**config.mk**
```make
export PLATFORM = sky130hd
export DESIGN_NAME = lidar_range_fir_filter
export DESIGN_NICKNAME = d
export VERILOG_FILES = /design/src/rtl/lrff_pkg.sv /design/src/rtl/lidar_range_fir_filter.sv
export SDC_FILE = /design/constraint.sdc
export NUM_CORES = 2
export LEC_CHECK = 0
export BUFFER_PORTS_ARGS = -buffer_cell sky130_fd_sc_hd__buf_4
export CAP_MARGIN = 20
export CORE_UTILIZATION = 40
export DETAILED_ROUTE_END_ITERATION = 7
export PLACE_DENSITY = 0.6
export SLEW_MARGIN = 20
export SYNTH_ARGS = -nofsm -noshare
export SYNTH_HDL_FRONTEND = slang
export SYNTH_SLANG_ARGS = --single-unit
```
**constraint.sdc**
```tcl
create_clock -name clock -period 26.3 [get_ports clock]
set_input_delay 5.26 -clock clock [delete_from_list [all_inputs] [get_ports clock]]
set_output_delay 5.26 -clock clock [all_outputs]
set_load 0.01 [all_outputs]
```
**src/rtl/lrff_pkg.sv**
```systemverilog
// Package with the types, constants and defaults of the lidar range filter.
`timescale 1ns / 1ps

package lrff_pkg;

   // Defaults for the top-level parameters.
   localparam int FILTER_ORDER_DEF = 4;
   localparam int FRAC_BITS_DEF    = 16;
   localparam int PHASE_PAD_DEF    = 4;
   localparam int MAX_SCAN_LEN_DEF = 1024;

   // Input word: only the low bits carry the range.
   localparam int SAMPLE_WORD_W = 16;
   localparam int SAMPLE_BITS   = 13;

   // Coefficient registers.
   localparam int NUM_REGS    = 5;
   localparam int REG_IDX_W   = $clog2(NUM_REGS);
   localparam int CSR_INDEX_W = 3;
   localparam int COEFF_RAW_W = 16;
   localparam int COEFF_W     = 17;

   // Datapath widths.
   localparam int SUM_W   = 32;
   localparam int MUL_A_W = 32;
   localparam int MUL_B_W = 32;
   localparam int PROD_W  = MUL_A_W + MUL_B_W + 1;

   // Division of a 32-bit magnitude by 100 through a reciprocal multiply.
   localparam logic [MUL_A_W-1:0] DIV100_MAGIC = 32'h51EB851F;
   localparam int DIV100_SHIFT = 37;
   localparam int QM_W         = 26;

   // Output mapping.
   localparam int RANGE_T_W = 16;
   localparam int RANGE_W   = 8;
   localparam logic [RANGE_W-1:0] RANGE_MAX          = 8'hff;
   localparam logic [RANGE_W-1:0] RANGE_OUT_OF_RANGE = 8'd0;
   localparam logic [RANGE_W-1:0] RANGE_MIN_CODE     = 8'd1;

   typedef struct packed {
      logic [SAMPLE_WORD_W-1:0] sample_word;
      logic                     scan_end;
   } req_data_type;

   typedef struct packed {
      logic [RANGE_W-1:0] range_byte;
      logic               last_out;
   } rsp_data_type;

   typedef enum logic [2:0] {
      ST_IDLE,
      ST_MAC,
      ST_SUM,
      ST_SCALE,
      ST_EMIT
   } state_type;

endpackage

```
**src/rtl/lidar_range_fir_filter.sv**
```systemverilog
// Lidar range FIR filter: shared multiply-accumulate under a small sequencer.
`timescale 1ns / 1ps
// Usage. Range words enter on the req_ channel (valid/ready) as a sample word and a
// scan end flag; filtered range bytes leave on the rsp_ channel with a last flag on
// the final result of a scan. Coefficients are written on the csr_ channel; index 0
// to 4 select the tap registers and higher indexes are accepted and ignored.
// Each write to a tap register runs a short conversion (folding division by 2^F-1)
// that keeps the block busy; csr_ready and req_ready are low meanwhile. A filter
// run uses the shared multiplier once per tap, then closes the sum, then runs the
// divide-by-100 multiply on the same multiplier and then places the result. A kept
// item causes one run, plus PHASE_PAD padding runs when it ends a scan; an item
// past MAX_SCAN_LEN causes no run of its own, and if it ends a scan it causes the
// PHASE_PAD padding runs alone.
// The block takes one item at a time; req_ready is high only while it is idle.
// Results wait in an output register; when the receiver stalls the sequencer holds
// in its last step until the register frees, and a new item can be accepted while
// the final result of the previous one still waits.
// Reset (synchronous, active high) clears the coefficients, delay line, scan
// position, last sample and the output valid flag.
module lidar_range_fir_filter
   import lrff_pkg::*;
#(
   parameter int FILTER_ORDER = FILTER_ORDER_DEF,
   parameter int FRAC_BITS    = FRAC_BITS_DEF,
   parameter int PHASE_PAD    = PHASE_PAD_DEF,
   parameter int MAX_SCAN_LEN = MAX_SCAN_LEN_DEF
) (
   input  logic                   clock,
   input  logic                   reset,
   input  logic                   req_valid,
   output logic                   req_ready,
   input  req_data_type           req_data,
   output logic                   rsp_valid,
   input  logic                   rsp_ready,
   output rsp_data_type           rsp_data,
   input  logic                   csr_valid,
   output logic                   csr_ready,
   input  logic [CSR_INDEX_W-1:0] csr_index,
   input  logic [COEFF_RAW_W-1:0] csr_data
);

   // Scaled sample width, tap counter, pad counter and scan position widths.
   localparam int XW    = SAMPLE_BITS + FRAC_BITS;
   localparam int TAP_W = $clog2(FILTER_ORDER + 1);
   localparam int PAD_W = (PHASE_PAD > 0) ? $clog2(PHASE_PAD + 1) : 1;
   localparam int SP_W  = $clog2(MAX_SCAN_LEN + 1);
   localparam int CMP_W = ((SP_W > PAD_W) ? SP_W : PAD_W) + 1;
   localparam int QE_W  = QM_W + 1 + FRAC_BITS;
   // Coefficient conversion works on the raw magnitude against 2^F-1.
   localparam int CNV_W = ((FRAC_BITS > COEFF_RAW_W) ? FRAC_BITS : COEFF_RAW_W) + 1;
   localparam logic [CNV_W-1:0] DEN = CNV_W'((64'd1 << FRAC_BITS) - 64'd1);

   // Sequencer and datapath registers.
   state_type               state_ff, state_in;
   logic [TAP_W-1:0]        tap_ff, tap_in;
   logic [PAD_W-1:0]        pad_cnt_ff, pad_cnt_in;
   logic [SP_W-1:0]         scan_pos_ff, scan_pos_in;
   logic [XW-1:0]           last_ff, last_in;
   logic [XW-1:0]           cur_x_ff, cur_x_in;
   logic [XW-1:0]           delay_ff [FILTER_ORDER];
   logic [XW-1:0]           delay_in [FILTER_ORDER];
   logic                    end_ff, end_in;
   logic                    emit_ff, emit_in;
   logic                    final_ff, final_in;
   logic                    neg_ff, neg_in;
   logic [SUM_W-1:0]        acc_ff, acc_in;
   logic signed [PROD_W-1:0] prod_ff, prod_in;
   logic                    rsp_valid_ff, rsp_valid_in;
   rsp_data_type            rsp_data_ff, rsp_data_in;

   // Coefficient registers and their conversion unit.
   logic signed [COEFF_W-1:0] coeff_ff [NUM_REGS];
   logic signed [COEFF_W-1:0] coeff_in [NUM_REGS];
   logic                      cnv_busy_ff, cnv_busy_in;
   logic [REG_IDX_W-1:0]      cnv_idx_ff, cnv_idx_in;
   logic                      cnv_neg_ff, cnv_neg_in;
   logic [COEFF_RAW_W-1:0]    cnv_mag_ff, cnv_mag_in;
   logic [CNV_W-1:0]          cnv_n_ff, cnv_n_in;
   logic [CNV_W-1:0]          cnv_q_ff, cnv_q_in;

   // Shared multiplier operands and helpers.
   logic signed [MUL_A_W-1:0] mul_a;
   logic [MUL_B_W-1:0]        mul_b;
   logic signed [COEFF_W-1:0] coef_sel;
   logic [XW-1:0]             x_sel;
   logic signed [PROD_W-1:0]  prod_shift;
   logic [SUM_W-1:0]          acc_mag;
   logic [QM_W-1:0]           q_mag;
   logic signed [QM_W:0]      q_val;
   logic signed [QE_W-1:0]    q_ext;
   logic signed [QE_W-1:0]    q_shift;
   logic [RANGE_T_W-1:0]      range_t;
   logic [RANGE_W-1:0]        range_code;
   logic                      out_free;
   logic [XW-1:0]             x_new;
   logic                      keep;
   logic [CNV_W-1:0]          cnv_hi;
   logic [CNV_W-1:0]          cnv_lo;
   logic [CNV_W-1:0]          cnv_qf;
   logic [COEFF_W-1:0]        cnv_sum;
   logic [COEFF_RAW_W-1:0]    raw_mag;

   assign req_ready = (state_ff == ST_IDLE) && !cnv_busy_ff;
   assign csr_ready = !cnv_busy_ff;
   assign rsp_valid = rsp_valid_ff;
   assign rsp_data  = rsp_data_ff;

   // The one multiplier: taps during ST_MAC, the reciprocal of 100 during ST_SCALE
   // and ST_EMIT.
   assign prod_in    = mul_a * $signed({1'b0, mul_b});
   assign prod_shift = prod_ff >>> FRAC_BITS;

   // Magnitude of the wrapped sum for the divide by 100.
   assign acc_mag = acc_ff[SUM_W-1] ? (SUM_W'(0) - acc_ff) : acc_ff;

   // Quotient by 100, truncated toward zero, then the floor shift by FRAC_BITS-1.
   assign q_mag   = prod_ff[DIV100_SHIFT +: QM_W];
   assign q_val   = neg_ff ? -$signed({1'b0, q_mag}) : $signed({1'b0, q_mag});
   assign q_ext   = QE_W'(q_val);
   assign q_shift = q_ext >>> (FRAC_BITS - 1);
   assign range_t = q_shift[RANGE_T_W-1:0];

   always_comb begin
      if (range_t > RANGE_T_W'(RANGE_MAX)) begin
         range_code = RANGE_OUT_OF_RANGE;
      end else if (range_t == '0) begin
         range_code = RANGE_MIN_CODE;
      end else begin
         range_code = range_t[RANGE_W-1:0];
      end
   end

   assign out_free = !rsp_valid_ff || rsp_ready;
   assign x_new    = {req_data.sample_word[SAMPLE_BITS-1:0], FRAC_BITS'(0)};
   assign keep     = scan_pos_ff < SP_W'(MAX_SCAN_LEN);

   // Tap operand selection: coefficient k and the sample k steps back.
   always_comb begin
      coef_sel = '0;
      for (int i = 0; i < NUM_REGS; i++) begin
         if (int'(tap_ff) == i) begin
            coef_sel = coeff_ff[i];
         end
      end
      x_sel = cur_x_ff;
      for (int i = 0; i < FILTER_ORDER; i++) begin
         if (int'(tap_ff) == i + 1) begin
            x_sel = delay_ff[i];
         end
      end
   end

   // Sequencer: next state and datapath updates.
   always_comb begin
      state_in     = state_ff;
      tap_in       = tap_ff;
      pad_cnt_in   = pad_cnt_ff;
      scan_pos_in  = scan_pos_ff;
      last_in      = last_ff;
      cur_x_in     = cur_x_ff;
      delay_in     = delay_ff;
      end_in       = end_ff;
      emit_in      = emit_ff;
      final_in     = final_ff;
      neg_in       = neg_ff;
      acc_in       = acc_ff;
      rsp_data_in  = rsp_data_ff;
      rsp_valid_in = rsp_valid_ff && !rsp_ready;
      mul_a        = MUL_A_W'(coef_sel);
      mul_b        = MUL_B_W'(x_sel);

      unique case (state_ff)
         ST_IDLE: begin
            if (req_valid && req_ready) begin
               end_in = req_data.scan_end;
               tap_in = '0;
               if (keep) begin
                  // A kept sample: one run on the new sample, then padding if it ends.
                  cur_x_in    = x_new;
                  last_in     = x_new;
                  emit_in     = CMP_W'(scan_pos_ff) >= CMP_W'(PHASE_PAD);
                  final_in    = req_data.scan_end && (PHASE_PAD == 0);
                  scan_pos_in = scan_pos_ff + SP_W'(1);
                  pad_cnt_in  = '0;
                  state_in    = ST_MAC;
               end else if (req_data.scan_end && (PHASE_PAD > 0)) begin
                  // Dropped scan end: padding still runs on the last kept sample.
                  cur_x_in   = last_ff;
                  emit_in    = CMP_W'(scan_pos_ff) >= CMP_W'(PHASE_PAD);
                  final_in   = (PHASE_PAD == 1);
                  pad_cnt_in = PAD_W'(1);
                  state_in   = ST_MAC;
               end else if (req_data.scan_end) begin
                  scan_pos_in = '0;
               end
            end
         end
         ST_MAC: begin
            acc_in = (tap_ff == '0) ? '0 : (acc_ff + prod_shift[SUM_W-1:0]);
            if (tap_ff == TAP_W'(FILTER_ORDER)) begin
               state_in = ST_SUM;
            end else begin
               tap_in = tap_ff + TAP_W'(1);
            end
         end
         ST_SUM: begin
            acc_in      = acc_ff + prod_shift[SUM_W-1:0];
            delay_in[0] = cur_x_ff;
            for (int i = 1; i < FILTER_ORDER; i++) begin
               delay_in[i] = delay_ff[i-1];
            end
            state_in = ST_SCALE;
         end
         ST_SCALE: begin
            mul_a    = $signed(DIV100_MAGIC);
            mul_b    = acc_mag;
            neg_in   = acc_ff[SUM_W-1];
            state_in = ST_EMIT;
         end
         ST_EMIT: begin
            // The scaling product is recomputed so it stays put while the result waits.
            mul_a = $signed(DIV100_MAGIC);
            mul_b = acc_mag;
            if (!emit_ff || out_free) begin
               if (emit_ff) begin
                  rsp_valid_in           = 1'b1;
                  rsp_data_in.range_byte = range_code;
                  rsp_data_in.last_out   = final_ff;
               end
               tap_in = '0;
               if (end_ff && (pad_cnt_ff != PAD_W'(PHASE_PAD))) begin
                  cur_x_in   = last_ff;
                  emit_in    = (CMP_W'(scan_pos_ff) + CMP_W'(pad_cnt_ff))
                               >= CMP_W'(PHASE_PAD);
                  final_in   = (CMP_W'(pad_cnt_ff) + CMP_W'(1)) == CMP_W'(PHASE_PAD);
                  pad_cnt_in = pad_cnt_ff + PAD_W'(1);
                  state_in   = ST_MAC;
               end else begin
                  if (end_ff) begin
                     scan_pos_in = '0;
                  end
                  state_in = ST_IDLE;
               end
            end
         end
         default: begin
            state_in = ST_IDLE;
         end
      endcase
   end

   // Coefficient conversion: eff = c + trunc(c / (2^F-1)), sign handled apart.
   // The quotient comes from repeated folding of the high part onto the low part.
   assign raw_mag = csr_data[COEFF_RAW_W-1] ? (COEFF_RAW_W'(0) - csr_data) : csr_data;
   assign cnv_hi  = cnv_n_ff >> FRAC_BITS;
   assign cnv_lo  = cnv_n_ff & DEN;
   assign cnv_qf  = cnv_q_ff + ((cnv_n_ff == DEN) ? CNV_W'(1) : CNV_W'(0));
   assign cnv_sum = COEFF_W'(cnv_mag_ff) + COEFF_W'(cnv_qf);

   always_comb begin
      cnv_busy_in = cnv_busy_ff;
      cnv_idx_in  = cnv_idx_ff;
      cnv_neg_in  = cnv_neg_ff;
      cnv_mag_in  = cnv_mag_ff;
      cnv_n_in    = cnv_n_ff;
      cnv_q_in    = cnv_q_ff;
      coeff_in    = coeff_ff;
      if (cnv_busy_ff) begin
         if (cnv_hi != '0) begin
            cnv_q_in = cnv_q_ff + cnv_hi;
            cnv_n_in = cnv_hi + cnv_lo;
         end else begin
            for (int i = 0; i < NUM_REGS; i++) begin
               if (cnv_idx_ff == REG_IDX_W'(i)) begin
                  coeff_in[i] = cnv_neg_ff ? -$signed(cnv_sum) : $signed(cnv_sum);
               end
            end
            cnv_busy_in = 1'b0;
         end
      end else if (csr_valid && (csr_index < CSR_INDEX_W'(NUM_REGS))) begin
         cnv_busy_in = 1'b1;
         cnv_idx_in  = REG_IDX_W'(csr_index);
         cnv_neg_in  = csr_data[COEFF_RAW_W-1];
         cnv_mag_in  = raw_mag;
         cnv_n_in    = CNV_W'(raw_mag);
         cnv_q_in    = '0;
      end
   end

   always_ff @(posedge clock) begin
      if (reset) begin
         state_ff     <= ST_IDLE;
         tap_ff       <= '0;
         pad_cnt_ff   <= '0;
         scan_pos_ff  <= '0;
         last_ff      <= '0;
         end_ff       <= 1'b0;
         emit_ff      <= 1'b0;
         final_ff     <= 1'b0;
         rsp_valid_ff <= 1'b0;
         cnv_busy_ff  <= 1'b0;
         for (int i = 0; i < FILTER_ORDER; i++) begin
            delay_ff[i] <= '0;
         end
         for (int i = 0; i < NUM_REGS; i++) begin
            coeff_ff[i] <= '0;
         end
      end else begin
         state_ff     <= state_in;
         tap_ff       <= tap_in;
         pad_cnt_ff   <= pad_cnt_in;
         scan_pos_ff  <= scan_pos_in;
         last_ff      <= last_in;
         end_ff       <= end_in;
         emit_ff      <= emit_in;
         final_ff     <= final_in;
         rsp_valid_ff <= rsp_valid_in;
         cnv_busy_ff  <= cnv_busy_in;
         delay_ff     <= delay_in;
         coeff_ff     <= coeff_in;
      end
   end

   // Payload registers need no reset.
   always_ff @(posedge clock) begin
      cur_x_ff    <= cur_x_in;
      neg_ff      <= neg_in;
      acc_ff      <= acc_in;
      prod_ff     <= prod_in;
      rsp_data_ff <= rsp_data_in;
      cnv_idx_ff  <= cnv_idx_in;
      cnv_neg_ff  <= cnv_neg_in;
      cnv_mag_ff  <= cnv_mag_in;
      cnv_n_ff    <= cnv_n_in;
      cnv_q_ff    <= cnv_q_in;
   end

endmodule

```
; Yosys cells after proc, flatten, opt, wreduce, memory -nomap -nowiden
; Index checks and enable logic that the tools add are counted.
; W data, S select, Z words.
[totals]
regBits = 427
in_bits = 41
[op_classes]
order_cmp = 5
add_sub_neg = 14
bitwise = 2
multipliers = 1
mux = 71
reduce_logical = 36
eq_ne = 26
[op_table]
columns = cell, n
row1 = $mux W29, 9
row2 = $mux W17, 12
row3 = $mux W32, 4
row4 = $pmux W32 S2, 1
row5 = $mul A32 B33 Y63, 1
row6 = $pmux W29 S2, 1
row7 = $mux W11, 5
row8 = $mux W3, 12
row9 = $add A17 B1 Y17, 2
row10 = $add A32 B32 Y32, 1
row11 = $sub A1 B32 Y32 const A, 1
row12 = $mux W27, 1
row13 = $neg A26 Y27, 1
row14 = $pmux W11 S2, 1
row15 = $reduce_and A3 Y1, 7
row16 = $mux W1, 19
row17 = $eq A3 B3 Y1 const B, 6
row18 = $add A1 B16 Y17, 1
row19 = $add A16 B17 Y17, 1
row20 = $eq A17 B16 Y1 const B, 1
row21 = $neg A17 Y17, 1
row22 = $gt A16 B8 Y1 const B, 1
row23 = $logic_not A16 Y1, 1
row24 = $mux W16, 1
row25 = other kinds (31), 64

; Longest topological paths before layout
[logic_depth]
depth_word = 8
ltp_mapped = 40

; Worst setup path after synthesis
; OpenSTA, ideal clock, no wires.
[synth_timing]
path_kind = register to register
start = register acc_ff[10]
end = register prod_ff[61]
slack_ps = 16335
stages_incl_launch_ff = 30
period_less_slack_ps = 9965
n_path_buf = 1
arrival_time_ps = 9847
path_cell_list = edfxtp_1 or4_1 nor4_1 nand3_1 nor4b_1 inv_1 fa_1 fa_1 inv_1 fa_1 inv_1 fa_1 inv_1 fa_1 fa_1 fa_1 inv_1 fa_1 inv_1 ha_1 clkbuf_1 nand2_1 nor4_1 inv_1 a2111oi_0 nor4b_1 o21ai_0 o21ai_0 o31a_1 xnor2_1
[synth_via]
elab_chain_cells = 4
[synth_lines]
columns = item, line_no
row1 = "start, declared", lidar_range_fir_filter.sv:66  ; logic [SUM_W-1:0] acc_ff, acc_in;
row2 = "start signal, assigned", lidar_range_fir_filter.sv:328  ; acc_ff <= acc_in;
row3 = $sub A1 B32 Y32, lidar_range_fir_filter.sv:114  ; assign acc_mag = acc_ff[SUM_W-1] ? (SUM_W'(0) - acc_ff) : acc_ff;
row4 = $mux W32 *, lidar_range_fir_filter.sv:114
row5 = $mux W32 *, lidar_range_fir_filter.sv:172  ; unique case (state_ff)
row6 = $mul A32 B33 Y63 *, lidar_range_fir_filter.sv:110  ; assign prod_in = mul_a * $signed({1'b0, mul_b});
row7 = net prod_in[61], lidar_range_fir_filter.sv:67  ; logic signed [PROD_W-1:0] prod_ff, prod_in;
row8 = "end signal, assigned", lidar_range_fir_filter.sv:329  ; prod_ff <= prod_in;
row9 = "end, declared", lidar_range_fir_filter.sv:67
; The timed path passes the listed nets; every way through them passes the cells marked *.
; A chain may end at the register's enable or synchronous reset.

; Worst setup path after layout
[layout_timing]
start = register acc_ff[1]
end = register prod_ff[56]
; The elaborated chain is that of the path after synthesis.

==> flow_metrics.tcl <==
set metrics [dict create \
    period_needed_ns 11.91 \
    path_class "flop to flop" \
    synth_area_mm2 0.04590 \
    port_buffers 49 \
    failed_checks "design-rule violations" \
    hp-class "flop to flop" \
    endpoint_kind "flop" \
    ys.flop_type "dfxtp_1" \
    path_clk_slew_ns 0.06 \
    rows 123 \
    die_y_um 340.8 \
    hold_viol 0 \
    synth_edf_count 109 \
    cts_buffers 40 \
    gp_congestion 0.9009 \
    yosysTopAreaCell "fa_1" \
    synth_cells 4860 \
    final_layout_size_suffix_gt1_share_pct 4.465 \
    crit_path_start_kind "flop" \
    synth.most_common_cell "inv_1" \
    drt_pass1_iterations 8 \
    max_freq_mhz 83.93 \
    drtIter0Drc 2107 \
    place_hpwl_mm 96.27 \
    cts_resized 0 \
    slew_headroom_pct 20.01 \
    final_max_slew_viol_count 0 \
    root_buffer "clkbuf_16" \
    synth.distinct_cells 76 \
    critPathTopFamily "adder cells" \
    fin_nets 6381 \
    synth-seq-cells 331 \
    grt_pass1_wl_mm 190.0 \
    drv_cap 0 \
    io_pins 53 \
    finalCritPeriodShare_pct 45.30 \
    clock_path_buffers 3 \
    postSynthAreaPerCell_um2 9.445 \
    cpMostUsedCell "fa_1" \
    grt_setup_unrepaired "no" \
    clkSinkCount 331 \
    synth_warnings 0 \
    ff2ff_setup_slack_ns 14.39 \
    crit_buf_inv 6 \
    netlist_top_cells_area "fa_1, dfxtp_1, ha_1, inv_1, edfxtp_1" \
    post-cts-setup-buffers 0 \
    insertion_delay_ns 0.61 \
    overflow 0 \
    tightestPinTransition_ns 1.193 \
    synth_top_cell_area_share_pct 38.82 \
    coreArea_mm2 0.1131 \
    htreeDepth 2 \
    drc 1 \
    slowest_delay_ns 0.83 \
    vias 32705 \
    grt_pass1_vias 34152 \
    synth-seq-area-share_pct 16.81 \
    required_ns 26.78 \
    routed_via_density 4.934 \
    setup_violations 0 \
    skew_ns 0.03661 \
    arrival_ns 12.39 \
    grt_max_degree 89 \
    cts_hold_buf 0 \
    async_reset_ff_share_pct 0 \
    drt-total-wl_mm 115.9 \
    status "complete, but fails checks" \
    n_antenna_cell 0 \
    synth_common_cells "inv_1, fa_1, nor2_1, nand2_1, ha_1" \
    setup_tns_ns 0 \
    critical_path.max_fanout 15 \
    fin_util_pct 44.53 \
    ant_nets 0 \
    cp_slowest_cell "nor2_1" \
    post_drt_wl_per_cell_um 17.48 \
    dieArea_mm2 0.1161 \
    die_w_um 340.8 \
    antenna_found_initial 0 \
    start_util_pct 40.58 \
    track_usage_pct 20.81 \
    areaGrowthSynthToFinish_pct 9.731 \
    cts_tree "yes" \
]
## worst reg2reg max path, delay by kind of cell, from the launching register on
kind	cells	cell delay (ns)
adder cells (fa/ha/maj)	9	4.48
AO/OA/AOI/OAI	8	2.98
AND/OR/NAND/NOR	7	2.91
buffers and inverters	6	0.64
flip-flops	1	0.46
XOR/XNOR	2	0.35
## metrics by stage
stage	hold WS [ns]	cell area, um2	cells	setup WS, ns
floorplan	0.4093	46890	5122	16.34
global placement	0.4388	48940	6556	14.63
detailed placement	0.4437	48940	6556	14.53
CTS	0.4383	50350	6629	14.48
global route	0.4716	50370	6629	13.82
finish	0.4396	50370	6629	14.39
## flip-flops by register name (all words and copies together) (netlist names), 9 cells and up
signal	cells
cur_x_ff	13
acc_ff	32
scan_pos_ff	11
cnv_q_ff	17
cnv_mag_ff	16
delay_ff	52
coeff_ff	85
cnv_n_ff	17
last_ff	13
prod_ff	47
rsp_data	9
## routing by layer
metal	up-vias	global-route usage [%]	part of all wire, %
li1	15470	-	-
met1	16342	28.53	44
met2	767	35.18	49
met3	126	2.384	5.1
met4	0	4.886	2.3
met5	-	0	0
## cell families after synthesis
| group | after synthesis | synth area share [%] |
|---|---|---|
| compound gates | 657 | 9.287 |
| xor+xnor | 173 | 3.301 |
| fa+ha+maj | 1242 | 48.41 |
| buf+inv | 1198 | 9.799 |
| flops | 331 | 16.81 |
| mux | 32 | 0.7414 |
| other cells | 2 | 0.01636 |
| simple gates | 1225 | 11.63 |
## path summary, 6_finish.rpt
path	to	startpoint	cells after the start
worst max-delay path	prod_ff[56]	acc_ff[1]	32
worst min-delay path	delay_ff[47]	delay_ff[76]	2
worst max register to register	prod_ff[56]	acc_ff[1]	32
worst min register to register	delay_ff[47]	delay_ff[76]	2
## cell type report
class	count	area, um2
tap	1500	1877
inverter	1033	3877
clock buffer	54	1186
timing repair buffer	99	743.2
clock inverter	19	231.5
sequential	331	7717
multi-input combinational	3593	34740
fill	11069	62750
## cell usage in the layout (no fill, tap or decap), types with 32 or more instances in the layout
master,Yosys,layout
dfxtp_1,222,222
clkbuf_16,0,42
conb_1,2,264
o21ai_0,119,118
xnor2_1,80,80
a211oi_1,94,93
nand2b_1,32,32
nand3_1,51,51
nor3_1,64,64
nor2_1,506,502
inv_1,1031,1031
a21o_1,54,54
fa_1,890,890
xor2_1,93,93
nand2_1,392,390
buf_4,0,99
edfxtp_1,109,109
ha_1,352,351
a21oi_1,217,216
Power is not shown: default switching activity piles up to over one toggle a cycle in this logic, so the estimate is an artifact.
